`config.mk`:
```
export PLATFORM = sky130hd
export DESIGN_NAME = spiral_scan_address_gen_unit
export DESIGN_NICKNAME = d
export VERILOG_FILES = /design/src/rtl/ssag_pkg.sv /design/src/rtl/ssag_step.sv /design/src/rtl/spiral_scan_address_gen_unit.sv
export VERILOG_INCLUDE_DIRS = /design/src /design/src/rtl
export SDC_FILE = /design/constraint.sdc
export NUM_CORES = 1
export LEC_CHECK = 0
export ABC_AREA = 0
export BUFFER_PORTS_ARGS = -buffer_cell sky130_fd_sc_hd__buf_2
export CAP_MARGIN = 20
export CELL_PAD_IN_SITES_DETAIL_PLACEMENT = 1
export CELL_PAD_IN_SITES_GLOBAL_PLACEMENT = 2
export CORE_ASPECT_RATIO = 2
export CORE_MARGIN = 3
export CORE_UTILIZATION = 39
export CTS_CLUSTER_DIAMETER = 150
export CTS_CLUSTER_SIZE = 14
export DETAILED_ROUTE_END_ITERATION = 7
export PLACE_DENSITY_LB_ADDON = 0.1
export REMOVE_ABC_BUFFERS = 1
export SYNTH_ARGS = -nofsm -noshare
export SYNTH_HDL_FRONTEND = slang
export SYNTH_SLANG_ARGS = --single-unit
```
`constraint.sdc`:
```
create_clock -name clk -period 7.2 [get_ports clk]
set_input_delay 1.44 -clock clk [delete_from_list [all_inputs] [get_ports clk]]
set_output_delay 1.44 -clock clk [all_outputs]
set_load 0.01 [all_outputs]
```
`src/rtl/spiral_scan_address_gen_unit_defines.svh`:
```
// Assertion macros for the spiral scan address generator.
// Used by the RTL files that carry assertions; depends on clk and rst_n in scope.
`ifndef SPIRAL_SCAN_ADDRESS_GEN_UNIT_DEFINES_SVH
`define SPIRAL_SCAN_ADDRESS_GEN_UNIT_DEFINES_SVH
`ifndef SYNTHESIS
// check a property on every clock edge out of reset
`define SSAG_ASSERT(lbl, prop, msg) \
    lbl: assert property (@(posedge clk) disable iff (!rst_n) prop) else $error(msg);
// check a property on every clock edge, reset included
`define SSAG_ASSERT_ALWAYS(lbl, prop, msg) \
    lbl: assert property (@(posedge clk) prop) else $error(msg);
`else
`define SSAG_ASSERT(lbl, prop, msg)
`define SSAG_ASSERT_ALWAYS(lbl, prop, msg)
`endif
`endif

```
`src/rtl/ssag_pkg.sv`:
```
// Shared constants for the spiral scan address generator.
// No dependencies; imported by ssag_step and spiral_scan_address_gen_unit.
package ssag_pkg;

    localparam int MAX_SIDE_DEFAULT = 16;
    localparam int SIDE_RESET       = 16;

    localparam int CFG_W    = 5;
    localparam int CFG_IDX_W = 1;
    localparam int OUT_IDX_W = 8;

    // configuration register indexes
    localparam logic [CFG_IDX_W-1:0] REG_SIDE_LENGTH  = 1'b0;
    localparam logic [CFG_IDX_W-1:0] REG_START_CORNER = 1'b1;

    // start corners
    localparam logic [1:0] CORNER_TL = 2'd0;
    localparam logic [1:0] CORNER_TR = 2'd1;
    localparam logic [1:0] CORNER_BL = 2'd2;
    localparam logic [1:0] CORNER_BR = 2'd3;
    localparam logic [1:0] CORNER_RESET = CORNER_TL;

    // headings, in clockwise order
    localparam logic [1:0] HEAD_RIGHT = 2'd0;
    localparam logic [1:0] HEAD_DOWN  = 2'd1;
    localparam logic [1:0] HEAD_LEFT  = 2'd2;
    localparam logic [1:0] HEAD_UP    = 2'd3;

    typedef struct packed {
        logic walk_done;
        logic has_successor;
    } step_flags_t;

endpackage

```
`src/rtl/ssag_step.sv`:
```
// One step of the spiral walk: arm on restart, emit the current cell, advance.
// Depends on ssag_pkg; pure combinational, the state lives in the top level.
module ssag_step
    import ssag_pkg::*;
#(
    parameter int MAX_SIDE = MAX_SIDE_DEFAULT,
    localparam int POS_W  = $clog2(MAX_SIDE),
    localparam int SIDE_W = $clog2(MAX_SIDE + 1),
    localparam int IDX_W  = $clog2(MAX_SIDE * MAX_SIDE),
    localparam int CNT_W  = $clog2(MAX_SIDE * MAX_SIDE + 1)
)
(
    input  logic              restart,
    input  logic [SIDE_W-1:0] side,
    input  logic [1:0]        corner,
    input  logic [CNT_W-1:0]  total,
    input  logic [POS_W-1:0]  row,
    input  logic [POS_W-1:0]  col,
    input  logic [1:0]        heading,
    input  logic [POS_W-1:0]  rmin,
    input  logic [POS_W-1:0]  rmax,
    input  logic [POS_W-1:0]  cmin,
    input  logic [POS_W-1:0]  cmax,
    input  logic [IDX_W-1:0]  idx,
    input  logic [CNT_W-1:0]  cnt,
    output logic [POS_W-1:0]  row_next,
    output logic [POS_W-1:0]  col_next,
    output logic [1:0]        heading_next,
    output logic [POS_W-1:0]  rmin_next,
    output logic [POS_W-1:0]  rmax_next,
    output logic [POS_W-1:0]  cmin_next,
    output logic [POS_W-1:0]  cmax_next,
    output logic [IDX_W-1:0]  idx_next,
    output logic [CNT_W-1:0]  cnt_next,
    output logic [IDX_W-1:0]  cell_idx,
    output logic [IDX_W-1:0]  succ_idx,
    output step_flags_t       flags
);

    logic [POS_W-1:0] last;
    logic [POS_W-1:0] row_a, col_a;
    logic [1:0]       head_a;
    logic [IDX_W-1:0] idx_a;
    logic [POS_W-1:0] row_c, col_c, rmin_c, rmax_c, cmin_c, cmax_c;
    logic [1:0]       head_c, head_m;
    logic [IDX_W-1:0] idx_c;
    logic [CNT_W-1:0] cnt_c, cnt_inc;
    logic             ahead_free;

    always_comb
    begin
        last = POS_W'(side - SIDE_W'(1));
        unique case (corner)
            CORNER_TL:
            begin
                row_a = '0;   col_a = '0;   head_a = HEAD_RIGHT;
                idx_a = '0;
            end
            CORNER_TR:
            begin
                row_a = '0;   col_a = last; head_a = HEAD_DOWN;
                idx_a = IDX_W'(side - SIDE_W'(1));
            end
            CORNER_BL:
            begin
                row_a = last; col_a = '0;   head_a = HEAD_UP;
                idx_a = IDX_W'(total - CNT_W'(side));
            end
            default:
            begin
                row_a = last; col_a = last; head_a = HEAD_LEFT;
                idx_a = IDX_W'(total - CNT_W'(1));
            end
        endcase

        row_c  = restart ? row_a  : row;
        col_c  = restart ? col_a  : col;
        head_c = restart ? head_a : heading;
        idx_c  = restart ? idx_a  : idx;
        cnt_c  = restart ? '0     : cnt;
        rmin_c = restart ? '0     : rmin;
        rmax_c = restart ? last   : rmax;
        cmin_c = restart ? '0     : cmin;
        cmax_c = restart ? last   : cmax;

        row_next     = row_c;
        col_next     = col_c;
        heading_next = head_c;
        rmin_next    = rmin_c;
        rmax_next    = rmax_c;
        cmin_next    = cmin_c;
        cmax_next    = cmax_c;
        idx_next     = idx_c;
        cnt_next     = cnt_c;
        cnt_inc      = cnt_c + CNT_W'(1);
        cell_idx     = '0;
        succ_idx     = '0;
        flags        = '0;
        ahead_free   = 1'b0;
        head_m       = head_c;

        if (cnt_c == total)
        begin
            flags.walk_done = 1'b1;
        end
        else
        begin
            cell_idx = idx_c;
            cnt_next = cnt_inc;
            if (cnt_inc != total)
            begin
                flags.has_successor = 1'b1;
                // the unvisited cells always form the rectangle of the bounds
                unique case (head_c)
                    HEAD_RIGHT: ahead_free = (col_c != cmax_c);
                    HEAD_DOWN:  ahead_free = (row_c != rmax_c);
                    HEAD_LEFT:  ahead_free = (col_c != cmin_c);
                    default:    ahead_free = (row_c != rmin_c);
                endcase
                if (!ahead_free)
                begin
                    // turn clockwise and drop the edge just finished
                    head_m = head_c + 2'd1;
                    unique case (head_c)
                        HEAD_RIGHT: rmin_next = rmin_c + POS_W'(1);
                        HEAD_DOWN:  cmax_next = cmax_c - POS_W'(1);
                        HEAD_LEFT:  rmax_next = rmax_c - POS_W'(1);
                        default:    cmin_next = cmin_c + POS_W'(1);
                    endcase
                end
                heading_next = head_m;
                unique case (head_m)
                    HEAD_RIGHT:
                    begin
                        col_next = col_c + POS_W'(1);
                        idx_next = idx_c + IDX_W'(1);
                    end
                    HEAD_DOWN:
                    begin
                        row_next = row_c + POS_W'(1);
                        idx_next = idx_c + IDX_W'(side);
                    end
                    HEAD_LEFT:
                    begin
                        col_next = col_c - POS_W'(1);
                        idx_next = idx_c - IDX_W'(1);
                    end
                    default:
                    begin
                        row_next = row_c - POS_W'(1);
                        idx_next = idx_c - IDX_W'(side);
                    end
                endcase
                succ_idx = idx_next;
            end
        end
    end

endmodule

```
`src/rtl/spiral_scan_address_gen_unit.sv`:
```
// Spiral scan address generator top level: config registers, walk state, result register.
// Depends on ssag_pkg, ssag_step and spiral_scan_address_gen_unit_defines.svh.
// Latency: a result is valid in the cycle after its step beat is accepted.
// Throughput: one step per cycle unless a result waits; walk state updates in one ssag_step pass.
// The visited map is held as four shrinking bounds, so no memory and no clearing pass.
// Reset: side min(16, MAX_SIDE), top-left corner, walk armed so the first step emits cell 0.
`include "spiral_scan_address_gen_unit_defines.svh"
module spiral_scan_address_gen_unit
    import ssag_pkg::*;
#(
    parameter int MAX_SIDE = MAX_SIDE_DEFAULT
)
(
    input  logic                 clk,
    input  logic                 rst_n,
    input  logic                 cfg_valid,
    output logic                 cfg_ready,
    input  logic [CFG_IDX_W-1:0] cfg_index,
    input  logic [CFG_W-1:0]     cfg_data,
    input  logic                 step_valid,
    output logic                 step_ready,
    input  logic                 restart,
    output logic                 result_valid,
    input  logic                 result_ready,
    output logic [OUT_IDX_W-1:0] cell_index,
    output logic [OUT_IDX_W-1:0] successor_index,
    output logic                 has_successor,
    output logic                 walk_done
);

    localparam int POS_W  = $clog2(MAX_SIDE);
    localparam int SIDE_W = $clog2(MAX_SIDE + 1);
    localparam int IDX_W  = $clog2(MAX_SIDE * MAX_SIDE);
    localparam int CNT_W  = $clog2(MAX_SIDE * MAX_SIDE + 1);
    localparam int RST_SIDE  = (SIDE_RESET > MAX_SIDE) ? MAX_SIDE : SIDE_RESET;
    localparam int RST_TOTAL = RST_SIDE * RST_SIDE;

    logic [SIDE_W-1:0] side_reg;
    logic [1:0]        corner_reg;
    logic [CNT_W-1:0]  total_reg;
    logic              arm_pend_reg;
    logic [POS_W-1:0]  row_reg, col_reg, rmin_reg, rmax_reg, cmin_reg, cmax_reg;
    logic [1:0]        heading_reg;
    logic [IDX_W-1:0]  idx_reg;
    logic [CNT_W-1:0]  cnt_reg;

    logic [POS_W-1:0]  row_next, col_next, rmin_next, rmax_next, cmin_next, cmax_next;
    logic [1:0]        heading_next;
    logic [IDX_W-1:0]  idx_next;
    logic [CNT_W-1:0]  cnt_next;
    logic [IDX_W-1:0]  cell_idx, succ_idx;
    step_flags_t       flags;

    logic                 result_valid_reg;
    logic [OUT_IDX_W-1:0] cell_index_reg, successor_index_reg;
    logic                 has_successor_reg, walk_done_reg;

    logic                      cfg_fire, step_fire;
    logic [SIDE_W-1:0]         side_new;
    logic [CNT_W-1:0]          total_new;
    logic [IDX_W+OUT_IDX_W-1:0] cell_ext, succ_ext;
    logic [IDX_W-1:0]          idx_calc;

    assign cfg_ready  = 1'b1;
    assign cfg_fire   = cfg_valid && cfg_ready;
    assign step_ready = !result_valid_reg || result_ready;
    assign step_fire  = step_valid && step_ready;

    // clamp the side to 1..MAX_SIDE
    always_comb
    begin
        if (cfg_data == '0)
            side_new = SIDE_W'(1);
        else if (32'(cfg_data) > 32'(MAX_SIDE))
            side_new = SIDE_W'(MAX_SIDE);
        else
            side_new = SIDE_W'(cfg_data);
        total_new = CNT_W'(CNT_W'(side_new) * CNT_W'(side_new));
    end

    ssag_step #(
        .MAX_SIDE (MAX_SIDE)
    ) u_step (
        .restart      (restart || arm_pend_reg),
        .side         (side_reg),
        .corner       (corner_reg),
        .total        (total_reg),
        .row          (row_reg),
        .col          (col_reg),
        .heading      (heading_reg),
        .rmin         (rmin_reg),
        .rmax         (rmax_reg),
        .cmin         (cmin_reg),
        .cmax         (cmax_reg),
        .idx          (idx_reg),
        .cnt          (cnt_reg),
        .row_next     (row_next),
        .col_next     (col_next),
        .heading_next (heading_next),
        .rmin_next    (rmin_next),
        .rmax_next    (rmax_next),
        .cmin_next    (cmin_next),
        .cmax_next    (cmax_next),
        .idx_next     (idx_next),
        .cnt_next     (cnt_next),
        .cell_idx     (cell_idx),
        .succ_idx     (succ_idx),
        .flags        (flags)
    );

    // indices wider than the port keep their low bits
    assign cell_ext = {{OUT_IDX_W{1'b0}}, cell_idx};
    assign succ_ext = {{OUT_IDX_W{1'b0}}, succ_idx};

    always_ff @(posedge clk or negedge rst_n)
    begin
        if (!rst_n)
        begin
            side_reg     <= SIDE_W'(RST_SIDE);
            corner_reg   <= CORNER_RESET;
            total_reg    <= CNT_W'(RST_TOTAL);
            arm_pend_reg <= 1'b1;
            row_reg      <= '0;
            col_reg      <= '0;
            heading_reg  <= HEAD_RIGHT;
            rmin_reg     <= '0;
            rmax_reg     <= '0;
            cmin_reg     <= '0;
            cmax_reg     <= '0;
            idx_reg      <= '0;
            cnt_reg      <= '0;
        end
        else if (cfg_fire)
        begin
            // re-arm at the corner of the new settings on the next step
            arm_pend_reg <= 1'b1;
            unique case (cfg_index)
                REG_SIDE_LENGTH:
                begin
                    side_reg  <= side_new;
                    total_reg <= total_new;
                end
                REG_START_CORNER:
                begin
                    corner_reg <= cfg_data[1:0];
                end
                default:
                begin
                end
            endcase
        end
        else if (step_fire)
        begin
            arm_pend_reg <= 1'b0;
            row_reg      <= row_next;
            col_reg      <= col_next;
            heading_reg  <= heading_next;
            rmin_reg     <= rmin_next;
            rmax_reg     <= rmax_next;
            cmin_reg     <= cmin_next;
            cmax_reg     <= cmax_next;
            idx_reg      <= idx_next;
            cnt_reg      <= cnt_next;
        end
    end

    always_ff @(posedge clk or negedge rst_n)
    begin
        if (!rst_n)
            result_valid_reg <= 1'b0;
        else if (step_fire)
            result_valid_reg <= 1'b1;
        else if (result_ready)
            result_valid_reg <= 1'b0;
    end

    // hold the result beat until taken
    always_ff @(posedge clk)
    begin
        if (step_fire)
        begin
            cell_index_reg      <= cell_ext[OUT_IDX_W-1:0];
            successor_index_reg <= succ_ext[OUT_IDX_W-1:0];
            has_successor_reg   <= flags.has_successor;
            walk_done_reg       <= flags.walk_done;
        end
    end

    assign result_valid    = result_valid_reg;
    assign cell_index      = cell_index_reg;
    assign successor_index = successor_index_reg;
    assign has_successor   = has_successor_reg;
    assign walk_done       = walk_done_reg;

    assign idx_calc = IDX_W'(IDX_W'(row_reg) * IDX_W'(side_reg) + IDX_W'(col_reg));

    `SSAG_ASSERT(a_cnt_bound, !arm_pend_reg |-> cnt_reg <= total_reg, "cell count above grid size")
    `SSAG_ASSERT(a_pos_in_grid, !arm_pend_reg |-> row_reg < side_reg && col_reg < side_reg, "off grid")
    `SSAG_ASSERT(a_idx_match, !arm_pend_reg |-> idx_reg == idx_calc, "index out of step with position")
    `SSAG_ASSERT(a_done_at_end, result_valid_reg && walk_done_reg && !arm_pend_reg |-> cnt_reg == total_reg, "early done")

endmodule
```
# == Word-level counts from Yosys, hierarchy flattened ==
# Cells that the tools add are included.
# op_classes
order_cmp,1
add_sub_neg,18
muxes,55
eq_ne,12
bitwise_logic,3
mul,1
reduce_logical,18
# ops
cell,n
two-way mux 4 bit,28
case mux 8 bit (3 select lines),2
two-way mux 8 bit,3
"subtractor 4 x 1 -> 4 bit, second input constant",5
two-way mux 9 bit,2
"adder 4 x 1 -> 4 bit, second input constant",4
inequality test 4 bit,4
case mux 4 bit (2 select lines),2
"subtractor 8 x 1 -> 8 bit, second input constant",2
subtractor 8 x 5 -> 8 bit,2
two-way mux 2 bit,6
two-way mux 5 bit,2
"adder 9 x 1 -> 9 bit, second input constant",1
equality test 9 bit,1
multiplier 5 x 5 -> 9 bit,1
inequality test 9 bit,1
"adder 8 x 1 -> 8 bit, second input constant",1
adder 8 x 5 -> 8 bit,1
two-way mux 1 bit,8
OR reduction 2 bit,4
"equality test 2 x 1 -> 1 bit, second input constant",3
"equality test 2 bit, second input constant",3
logical NOT 2 bit,3
case mux 2 bit (3 select lines),1
12 further kinds,18
# totals
output_inout_bits,21
register_bits,79
in_bits,12
wordCells,126

# == Depth between registers and ports, before layout ==
# Gate-level depths: netlist of the first run.
# logic_depth
depth_word,16
ltp_mapped,26
ltp_nobuf,23

# == Cells and area by module ==
# From an unflattened synthesis of the first run, not the netlist that was laid out.
# unflattened
cells_unflattened,667
hier_area_um2,6273.5
# modules_own_cells
mod,instances,seq_area_each_um2,area_per_inst_um2,cells_each
spiral_scan_address_gen_unit,1,2020.7,3215.6,223
ssag_step,1,0.0,3057.9,444

# == Worst setup path after synthesis of the first run ==
# Ideal clock, no wire load.
# synth_timing
path_kind,input to register
startpoint,in restart
endpoint,"reg successor_index_reg[7], in the netlist successor_index[7] (data pin)"
t_required_ps,6942
stages,23
arrival_time_ps,5828
path_buffers,3
slack_ps,1114
setup_time_ps,258
path_cell_list,nor2_4 -> clkbuf_1 -> o21ai_0 -> inv_1 -> ha_1 -> buf_2 -> mux2i_1 -> xor2_1 -> a31oi_1 -> a221oi_4 -> o21ai_0 -> clkbuf_1 -> nand2_1 -> o21ai_0 -> ha_1 -> a21o_1 -> a21o_1 -> a21o_1 -> a21o_1 -> a31oi_1 -> xor2_1 -> xnor2_1 -> nor2b_1
# synth_via
elab_chain_cells,11
word_cells_on_any_way,37
classes_between,6 x add/sub; 10 x eq/ne; 16 x mux; 1 x bitwise; 4 x reduce/logical
# synth_rtl
item,line,source
start: declaration,spiral_scan_address_gen_unit.sv:22,"input logic restart,"
logical OR 1 bit *,spiral_scan_address_gen_unit.sv:84,".restart (restart || arm_pend_reg),"
"two-way mux 4 bit, or another cell as far along",ssag_step.sv:76,row_c = restart ? row_a : row;
"inequality test 4 bit, or another cell as far along",ssag_step.sv:118,default: ahead_free = (row_c != rmin_c);
case mux 1 bit (3 select lines),ssag_step.sv:114,unique case (head_c)
two-way mux 1 bit,ssag_step.sv:110,if (cnt_inc != total)
two-way mux 1 bit,ssag_step.sv:102,if (cnt_c == total)
two-way mux 2 bit,ssag_step.sv:120,if (!ahead_free)
two-way mux 2 bit,ssag_step.sv:110,
two-way mux 2 bit,ssag_step.sv:102,
"equality test 2 bit, or another cell as far along",ssag_step.sv:132,unique case (head_m)
case mux 8 bit (3 select lines),ssag_step.sv:132,
end signal: assignment,spiral_scan_address_gen_unit.sv:183,successor_index_reg <= succ_ext[OUT_IDX_W-1:0];
end: declaration,spiral_scan_address_gen_unit.sv:55,"logic [OUT_IDX_W-1:0] cell_index_reg, successor_index_reg;"
# Every way passes the cells marked *; elsewhere a longest branch is shown, timed or not. The select of a mux whose other input is x is not followed.
# A chain may end at the register's enable or synchronous reset.

# == Worst setup path after layout of the first run ==
# Ends and elaborated chain as after synthesis.

==> results.txt, run 1 <==
- The run finished with clean final reports.
- 1st-pass router iterations: 4
- For this block, the via count after detailed routing is 5274.
- In this run the worst hold path is classified as reg -> reg.
- Worst IR Drop VDD: 0.145 mV
- Number of cells upsized or downsized after cts: 0
- Average wire per standard cell: 20.9 um
* Final Slew Violations: 0
- Number of antenna violations at the first check in global routing: 0
- Placer Congestion: ~0.87
- Total standard cell area after synthesis: about 6100 um2
- Bufs and invs on worst path: 2
- The worst path uses 87.1% of the clock period.
- Area used by sequential logic in the layout: 2020 um2
- Area of the die: 17300 um2
* Startpoint of the tightest hold check path: idx_reg[4]
* Startpoint of the worst-slack reg-to-reg timing path: corner_reg[0]
- In the synthesized netlist the dominant register cell turns out to be dfrtp_1.
- The register with the most flip-flops in the layout has 9 of them.
* Critical-path maximum fanout: 11
* Number of cells on the worst reg-to-reg path: 23
* Setup Buffers After CTS: 0
* Sequence of cells on the critical path: buf_2 > nor2_4 > mux2i_1 > inv_1 > ha_1 > mux2i_1 > xor2_1 > a31oi_1 > a221oi_4 > a21boi_4 > mux2_2 > nand2_1 > o21ai_0 > ha_1 > a21o_1 > a21o_1 > a21o_1 > a21o_1 > a31oi_1 > xor2_1 > xnor2_1 > nor2b_1
- The slowest stage of the critical path is the ha_1 cell.
- After technology mapping, the gate count stands at 708.
- Entering global routing, the biggest net connects 60 pins.
- Min Clock Period, post-route: about 6.3 ns
* YS warnings: 0
- Total detailed-routing wirelength: 19100 um
- Max-cap violations in this run came to 0.
- Register-to-register setup slack: 1.35 ns
- H-Tree Depth: 3
- Headroom to the max-slew limit: a little over a third
* Rows: 64
- Number of failing hold endpoints at the final stage: 0
* Crit-path most repeated cell: a21o_1
- Detailed placement finished with a half-perimeter wire length of 14700 um.
- TritonCTS Buffers: 9
- Critical path capture point type: flip-flop
- The net count of the finished layout is 771.
- Transition time at the pin with the least slew margin: 0.970 ns
- Summed over all failing endpoints, the final setup total negative slack is 0 ns.
- In this design, the largest share of critical-path delay is due to compound AO/OA/AOI/OAI gates.
- The clock passes through at most 2 buffers.
- Global route total overflow: 0
- Dividing total power by cell area gives a power density of 359 nW/um2.
- Area of the core region: around 15000 um2
- Top achievable clock speed: 159 MHz
- After synthesis, the share of flip-flops with an asynchronous set or reset is 76.6%.
- Number of synthesized register bits: 77
* Startpoint type of the worst setup path: primary input
- Clock-pin slew was measured on the worst setup and hold paths at 0.06 ns.
* Worst path max stage delay: 0.45 ns
- Clk Latency, worst-skew pair: 0.35 ns
* Worst Path Required: 7.29 ns
- Number of hold-repair buffers added at the cts stage: 0
- Number of top-level pins: 33
- Die Height: 183 um
- The die is 94.4 um wide.
- In the post-synthesis netlist, the biggest area contributors are dfrtp_1, edfxtp_1, ha_1.
- Global routing consumed, over all layers together, 24.0% of the routing resources.
* Ant diodes: 0
* Terminating pin of the worst hold path: idx_reg[4]
* Share of the yosys chip area belonging to registers: between 30% and 40%
- Drc violations: 0
* Instance count along the most critical hold path: 2
- In the final layout, the share of cells above drive strength 1 is 11.4%.
- Number of global-route vias before repair: 5877
- Area grow syn2layout: 9.35%
- Antenna-violating nets left: 0
- Input and output buffers added on the ports amount to 31.
* Util after Layout: 43.6%
- Root cell of the clock tree: clkbuf_16
- Counting distinct cell types in the post-synthesis netlist gives 76.
- Critical path type: in -> reg
- Leak: 2.94 nW
- Worst EP arrival: between 6 and 7 ns
* Crit Reg-Reg Endpoint: successor_index[7]
* Area occupied by multi-input gates: 3780 um2
* First-pass GRT wire length: 31700 um
* Vias per cell: approximately 5.7
- Yosys mapped a number of flops with a built-in enable equal to 18.
- Dividing the synthesized area by the synthesized cell count gives around 8.6 um2.
* Detailed router's first-iteration violation count: between 200 and 250
- Post-synth top area share: 23.0%
- CTS saw 77 sinks.
* Setup-violating endpoint count in the final report: 0
* Starting Density: 39.9%
- TritonCTS clock tree: yes
- Setup repair after global routing missed its margin: no
- Counting the fill cells in the layout gives between 1.5k and 2k.
- Summed over all instances, the cell type with the most area after synthesis is dfrtp_1.
* Worst-case clock skew: 0.0104 ns
worst register-to-register path, cell delays in order (launching register included):
cell and delay, ns:
dfrtp_1 0.52, inv_1 0.14, ha_1 0.28, nor2_1 0.14
o21ai_0 0.17, inv_1 0.22, ha_1 0.55, mux2i_1 0.31
xor2_1 0.09, a31oi_1 0.27, a221oi_4 0.07, a21boi_4 0.29
mux2_2 0.41, nand2_1 0.24, o21ai_0 0.20, ha_1 0.31
a21o_1 0.15, a21o_1 0.19, a21o_1 0.17, a21o_1 0.20
a31oi_1 0.23, xor2_1 0.19, xnor2_1 0.18, nor2b_1 0.07
where the power goes:
| part | internal [mW] | switching [mW] |
|---|---|---|
| sequential | 0.595 | 0.112 |
| combinational | 0.527 | 0.702 |
| clock | 0.268 | 0.194 |
final cells by class:
class / count / area share [%]
repair buffers: 41 / 3.45
flip-flops and latches: 77 / 30.3
clock inverters: 6 / 0.957
inverters: 26 / 1.46
well taps: 198 / 3.71
multi-input cells: 560 / 56.7
clock buffers: 10 / 3.43
Yosys cell counts, types with 3 or more instances:
master and n:
fa_1 6, nand3_1 16, o21bai_1 3, a31oi_1 18, nor2_1 64, and2_1 14
dfrtp_1 56, dfstp_2 3, edfxtp_1 18, inv_1 26, o21ai_0 60, ha_1 38
or4_1 3, a22o_1 4, o32ai_1 6, nand2_2 3, a22oi_1 3, nand2_1 80
a221oi_1 3, xnor2_1 29, xor2_1 21, clkbuf_1 27, nand2b_1 11, and3_1 5
buf_2 16, a21o_1 13, a21oi_1 35, or3_1 3, mux2i_1 19, o22ai_1 5
nor2b_1 8, nor3_1 15, a211oi_1 3, mux2_2 7, o31ai_1 6, and4_1 3
o211ai_1 3
cell families after synthesis:
family                     after synthesis  share of synthesized area [%]
AOI/OAI and AO/OA                      192                           20.8
xor gates and xnor gates                50                           7.18
adders and majority gates               44                           9.76
buffers and inverters                   74                           5.13
DFF                                     77                           33.1
muxes                                   29                           5.15
other                                    2                          0.123
and+or+nand+nor                        240                           18.7
worst max path at each step:
stage               startpoint                  to  slack, ns  cells after the start
floorplan              restart  successor_index[7]       0.49                     20
detailed placement     restart  successor_index[7]       0.56                     22
finish                 restart  successor_index[7]       0.93                     22
CTS                    restart  successor_index[7]       0.93                     22
global route           restart  successor_index[7]       0.46                     22
global placement       restart  successor_index[7]       0.80                     22
layout by cell type (no fill, tap or decap), types with 9 or more instances in the layout:
| cell type | instances |
|---|---|
| nand2_1 | 80 |
| xnor2_1 | 29 |
| nand3_1 | 16 |
| nor3_1 | 15 |
| nand2b_1 | 11 |
| buf_2 | 31 |
| buf_4 | 10 |
| dfrtp_1 | 56 |
| edfxtp_1 | 18 |
| a31oi_1 | 18 |
| inv_1 | 26 |
| a21o_1 | 13 |
| xor2_1 | 21 |
| o21ai_0 | 60 |
| a21oi_1 | 34 |
| ha_1 | 38 |
| mux2i_1 | 19 |
| and2_1 | 14 |
| clkbuf_16 | 9 |
| nor2_1 | 64 |
routing by layer:
layer | part of all wire (%) | vias up | global-route usage [%]
li1 | - | 2515 | -
met1 | 36 | 2620 | 24.7
met2 | 57 | 94 | 45.8
met3 | 2.1 | 45 | 3.20
met4 | 4.7 | 0 | 12.2
met5 | 0 | - | 0
through the flow:
| step | hold WS (ns) | instance area [um2] | power, mW | cells | worst slack (ns) |
|---|---|---|---|---|---|
| final | 0.493 | 6670 | 2.40 | 918 | 0.930 |
| after global routing | 0.530 | 6670 | 2.60 | 918 | 0.463 |
| after CTS | 0.496 | 6670 | 2.43 | 918 | 0.929 |
| after detailed placement | 0.482 | 6380 | 1.95 | 902 | 0.561 |
| after global placement | 0.463 | 6380 | 1.90 | 902 | 0.797 |
| after floorplan | 0.450 | 5900 | 1.58 | 663 | 0.488 |
Note: power is estimated with default switching activity, not from simulation.
==> run 2, diff against run 1 <==
CTS_BUF_LIST = sky130_fd_sc_hd__clkbuf_16   (was unset)
CTS_CLUSTER_DIAMETER = 30   (was 150)
CTS_CLUSTER_SIZE = 16   (was 14)
==> run 2 against run 1 <==
Clock power hardly changed. Non-clock buffer count stayed put. Maximum frequency shrank 0.11%. Flip-flop and latch count stayed put. Power about the same. Routed wire length is 0.13% higher. Core utilization did not move. Sequential power about the same. Combinational power is essentially flat. Sequential share of layout area stayed put. Global-route usage unchanged. First-iteration DRC count grew 1.3%. Critical endpoint unchanged. Largest cell class unchanged. Highest routed layer unchanged.
==> results.txt, run 2 (synthesis gave the netlist of run 1 again) <==
- Setup Buffers After CTS: 0 (unchanged)
* Register-to-register setup slack: 1.33 ns (-0.02 ns)
- On the critical path the largest part of the delay comes from compound AO/OA/AOI/OAI gates.
* Switching power of the nets: 1.01 mW (+0.14%)
* Layout net count: 771 (unchanged)
- The floorplan row count was 64 (unchanged).
- The final critical-path required period came to 6.28 ns (+0.00701 ns).
* Commonest cells after routing, fill and taps aside: nand2_1, nor2_1, o21ai_0
* Number of global-route vias before repair: 5879 (+0.034%)
* Power density normalized to cell area: 359 nW/um2 (about the same)
* Number of cells on the worst reg-to-reg path: 23 (unchanged)
* Crit-path most repeated cell: a21o_1
- The upper clock frequency limit is 159 MHz (-0.11%).
- Share of power burned in registers: 29.5% (about the same)
- The internal power summed over all cells is 1.39 mW (-0.11%).
- The path class of the tightest hold or removal check is reg -> reg.
- Startpoint of the worst-slack reg-to-reg timing path: corner_reg[0]
- TritonCTS built the clock tree.
- The post-cts hold buffer count was 0 (unchanged).
- The clock buffer count from CTS was 9 (unchanged).
- Global Route Usage Sum: 24.0% (unchanged)
- The placeable core area is 15300 um2 (unchanged).
* Filler cells: 1839 (unchanged)
- The signal on the critical path passes through buf_2 > nor2_4 > mux2i_1 > inv_1 > ha_1 > mux2i_1 > xor2_1 > a31oi_1 > a221oi_4 > a21boi_4 > mux2_2 > nand2_1 > o21ai_0 > ha_1 > a21o_1 > a21o_1 > a21o_1 > a21o_1 > a31oi_1 > xor2_1 > xnor2_1 > nor2b_1.
* Die Height: 183 um (unchanged)
- The number of top-level pins is 33 (unchanged).
- The end-of-flow core utilization is 43.6% (unchanged).
* H-Tree Depth: 3 (unchanged)
- The maximum number of pins on one net before global-route repair is 60 (unchanged).
- Number of failing hold endpoints at the final stage: 0 (unchanged)
* Worst IR Drop VDD: 0.145 mV (+0.14%)
* Crit Reg-Reg Endpoint: successor_index[7]
* Global route total overflow: 0 (unchanged)
- The count of final max-slew check failures came to 0 (unchanged).
* Critical path type: in -> reg
- Worst Path Required: 7.29 ns (about the same)
* Result of the run: finished, final reports clean
- Worst-case clock skew: 0.0103 ns (-0.0000485 ns)
- Clk Latency, worst-skew pair: 0.35 ns (about the same)
- Ant diodes: 0 (unchanged)
* Placer Congestion: 0.874 (unchanged)
- Total detailed-routing wirelength: 19200 um (+0.13%)
- The post-cts gate resize count is 0 (unchanged).
- The count of input and output buffers is 31 (unchanged).
- The first-iteration detailed-routing DRC count was 234 (+1.3%).
- The number of vias in the routed layout was 5269 (-0.095%).
- The largest individual stage delay along the critical path comes from the cell ha_1.
* Setup-violating endpoint count in the final report: 0 (unchanged)
- Starting Density: 39.9% (unchanged)
* Clock-pin slew on the worst setup and hold paths: 0.06 ns (about the same)
- The total power of the final layout came to 2.40 mW (about the same).
- Terminating pin of the worst hold path: idx_reg[4]
- Critical path capture point type: flip-flop
- First-pass GRT wire length: 31700 um (unchanged)
- The layout cell share with drive strength beyond 1 came to 11.4% (unchanged).
* Transition time at the pin with the least slew margin: 0.975 ns (+0.00473 ns)
- Number of antenna violations at the first check in global routing: 0 (unchanged)
- 1st-pass router iterations: 4 (unchanged)
* Number of clock sinks: 77 (unchanged)
* Area grow syn2layout: 9.35% (unchanged)
- Average wire per standard cell: 20.9 um (+0.13%)
* Bufs and invs on worst path: 2 (unchanged)
- Setup repair after global routing left no endpoint under its margin.
- Area used by sequential logic in the layout: 2020 um2 (unchanged)
- CTS placed an instance of clkbuf_16 at the clock tree root.
* Instance count along the most critical hold path: 2 (unchanged)
* Gate power share: 51.3% (about the same)
- Worst path max stage delay: 0.45 ns (about the same)
- Startpoint of the tightest hold check path: idx_reg[4]
- Final worst-path cycle share: 87.2% (+0.097 points)
- The max-capacitance violation count came to 0 (unchanged).
- The net switching fraction of the power is 42.1% (+0.060 points).
- The arrival time reported for the critical path endpoint is 6.37 ns (about the same).
- The flip-flop count of the largest register after layout is 9 (unchanged).
- The share of power burned in the clock network was 19.2% (about the same).
- Startpoint type of the worst setup path: primary input
- The aggregate negative setup slack is 0 ns (unchanged).
- X dimension of the die: 94.4 um (unchanged)
- The number of buffers on the longest clock path is 2 (unchanged).
* Leak: 2.95 nW (+0.14%)
- Most common library cell in the layout ignoring fill and taps: nand2_1
- The detail-routed via count per cell came to 5.74 (about the same).
- Critical-path maximum fanout: 11 (unchanged)
* Headroom to the max-slew limit: 35.0% (-0.32 points)
- The area of the die was 17300 um2 (unchanged).
- Min Hold Slack: 0.493 ns (+0.0000260 ns)
- Drc violations: 0 (unchanged)
* Area occupied by multi-input gates: 3780 um2 (unchanged)
- Detailed placer's ending HPWL: 14700 um (unchanged)
- Antenna-violating nets left: 0 (unchanged)
## run 2: worst max path at each step
| stage | from | end | depth (start not counted) | slack, ns |
|---|---|---|---|---|
| 6_report | restart | successor_index[7] | 22 | 0.92 |
| 5_1_grt | restart | successor_index[7] | 22 | 0.46 |
| 4_1_cts | restart | successor_index[7] | 22 | 0.93 |
| 3_5_place_dp | restart | successor_index[7] | 22 | 0.56 |
| 3_3_place_gp | restart | successor_index[7] | 22 | 0.80 |
| 2_1_floorplan | restart | successor_index[7] | 20 | 0.49 |
## run 2: worst min-delay path, delay by kind of cell, from the launching register on
| kind | cells | cell delay [ns] |
|---|---|---|
| and+or+nand+nor | 1 | 0.05 |
| DFF | 1 | 0.35 |
| AOI/OAI and AO/OA | 1 | 0.06 |
## run 2: power groups by stage
stage               sequential (mW)  combinational, mW  clock [mW]
floorplan                     0.690              0.886           0
global route                  0.724               1.39       0.487
finish                        0.707               1.23       0.461
CTS                           0.709               1.25       0.471
detailed placement            0.716               1.24           0
global placement              0.712               1.19           0
## run 2: layer usage
layer / vias to the layer above / wire, um / global-route usage [%]
li1: 2514 / - / -
met5: - / 0 / 0
met4: 0 / 890 / 12.2
met3: 45 / 360 / 3.20
met1: 2626 / 6980 / 24.7
met2: 84 / 10900 / 45.8
## run 2: area by class of cell
type	instances	area share, %
timing repair buffer	41	3.45
sequential	77	30.3
clock inverter	7	1.01
tap	198	3.71
clock buffer	9	3.38
multi-input combinational	560	56.7
inverter	26	1.46
## run 2: per-stage QoR
stage,cells,setup slack (ns),cell area (um2)
global placement,902,0.797,6380
finish,918,0.923,6670
detailed placement,902,0.561,6380
CTS,918,0.929,6670
global route,918,0.463,6670
floorplan,663,0.488,5900
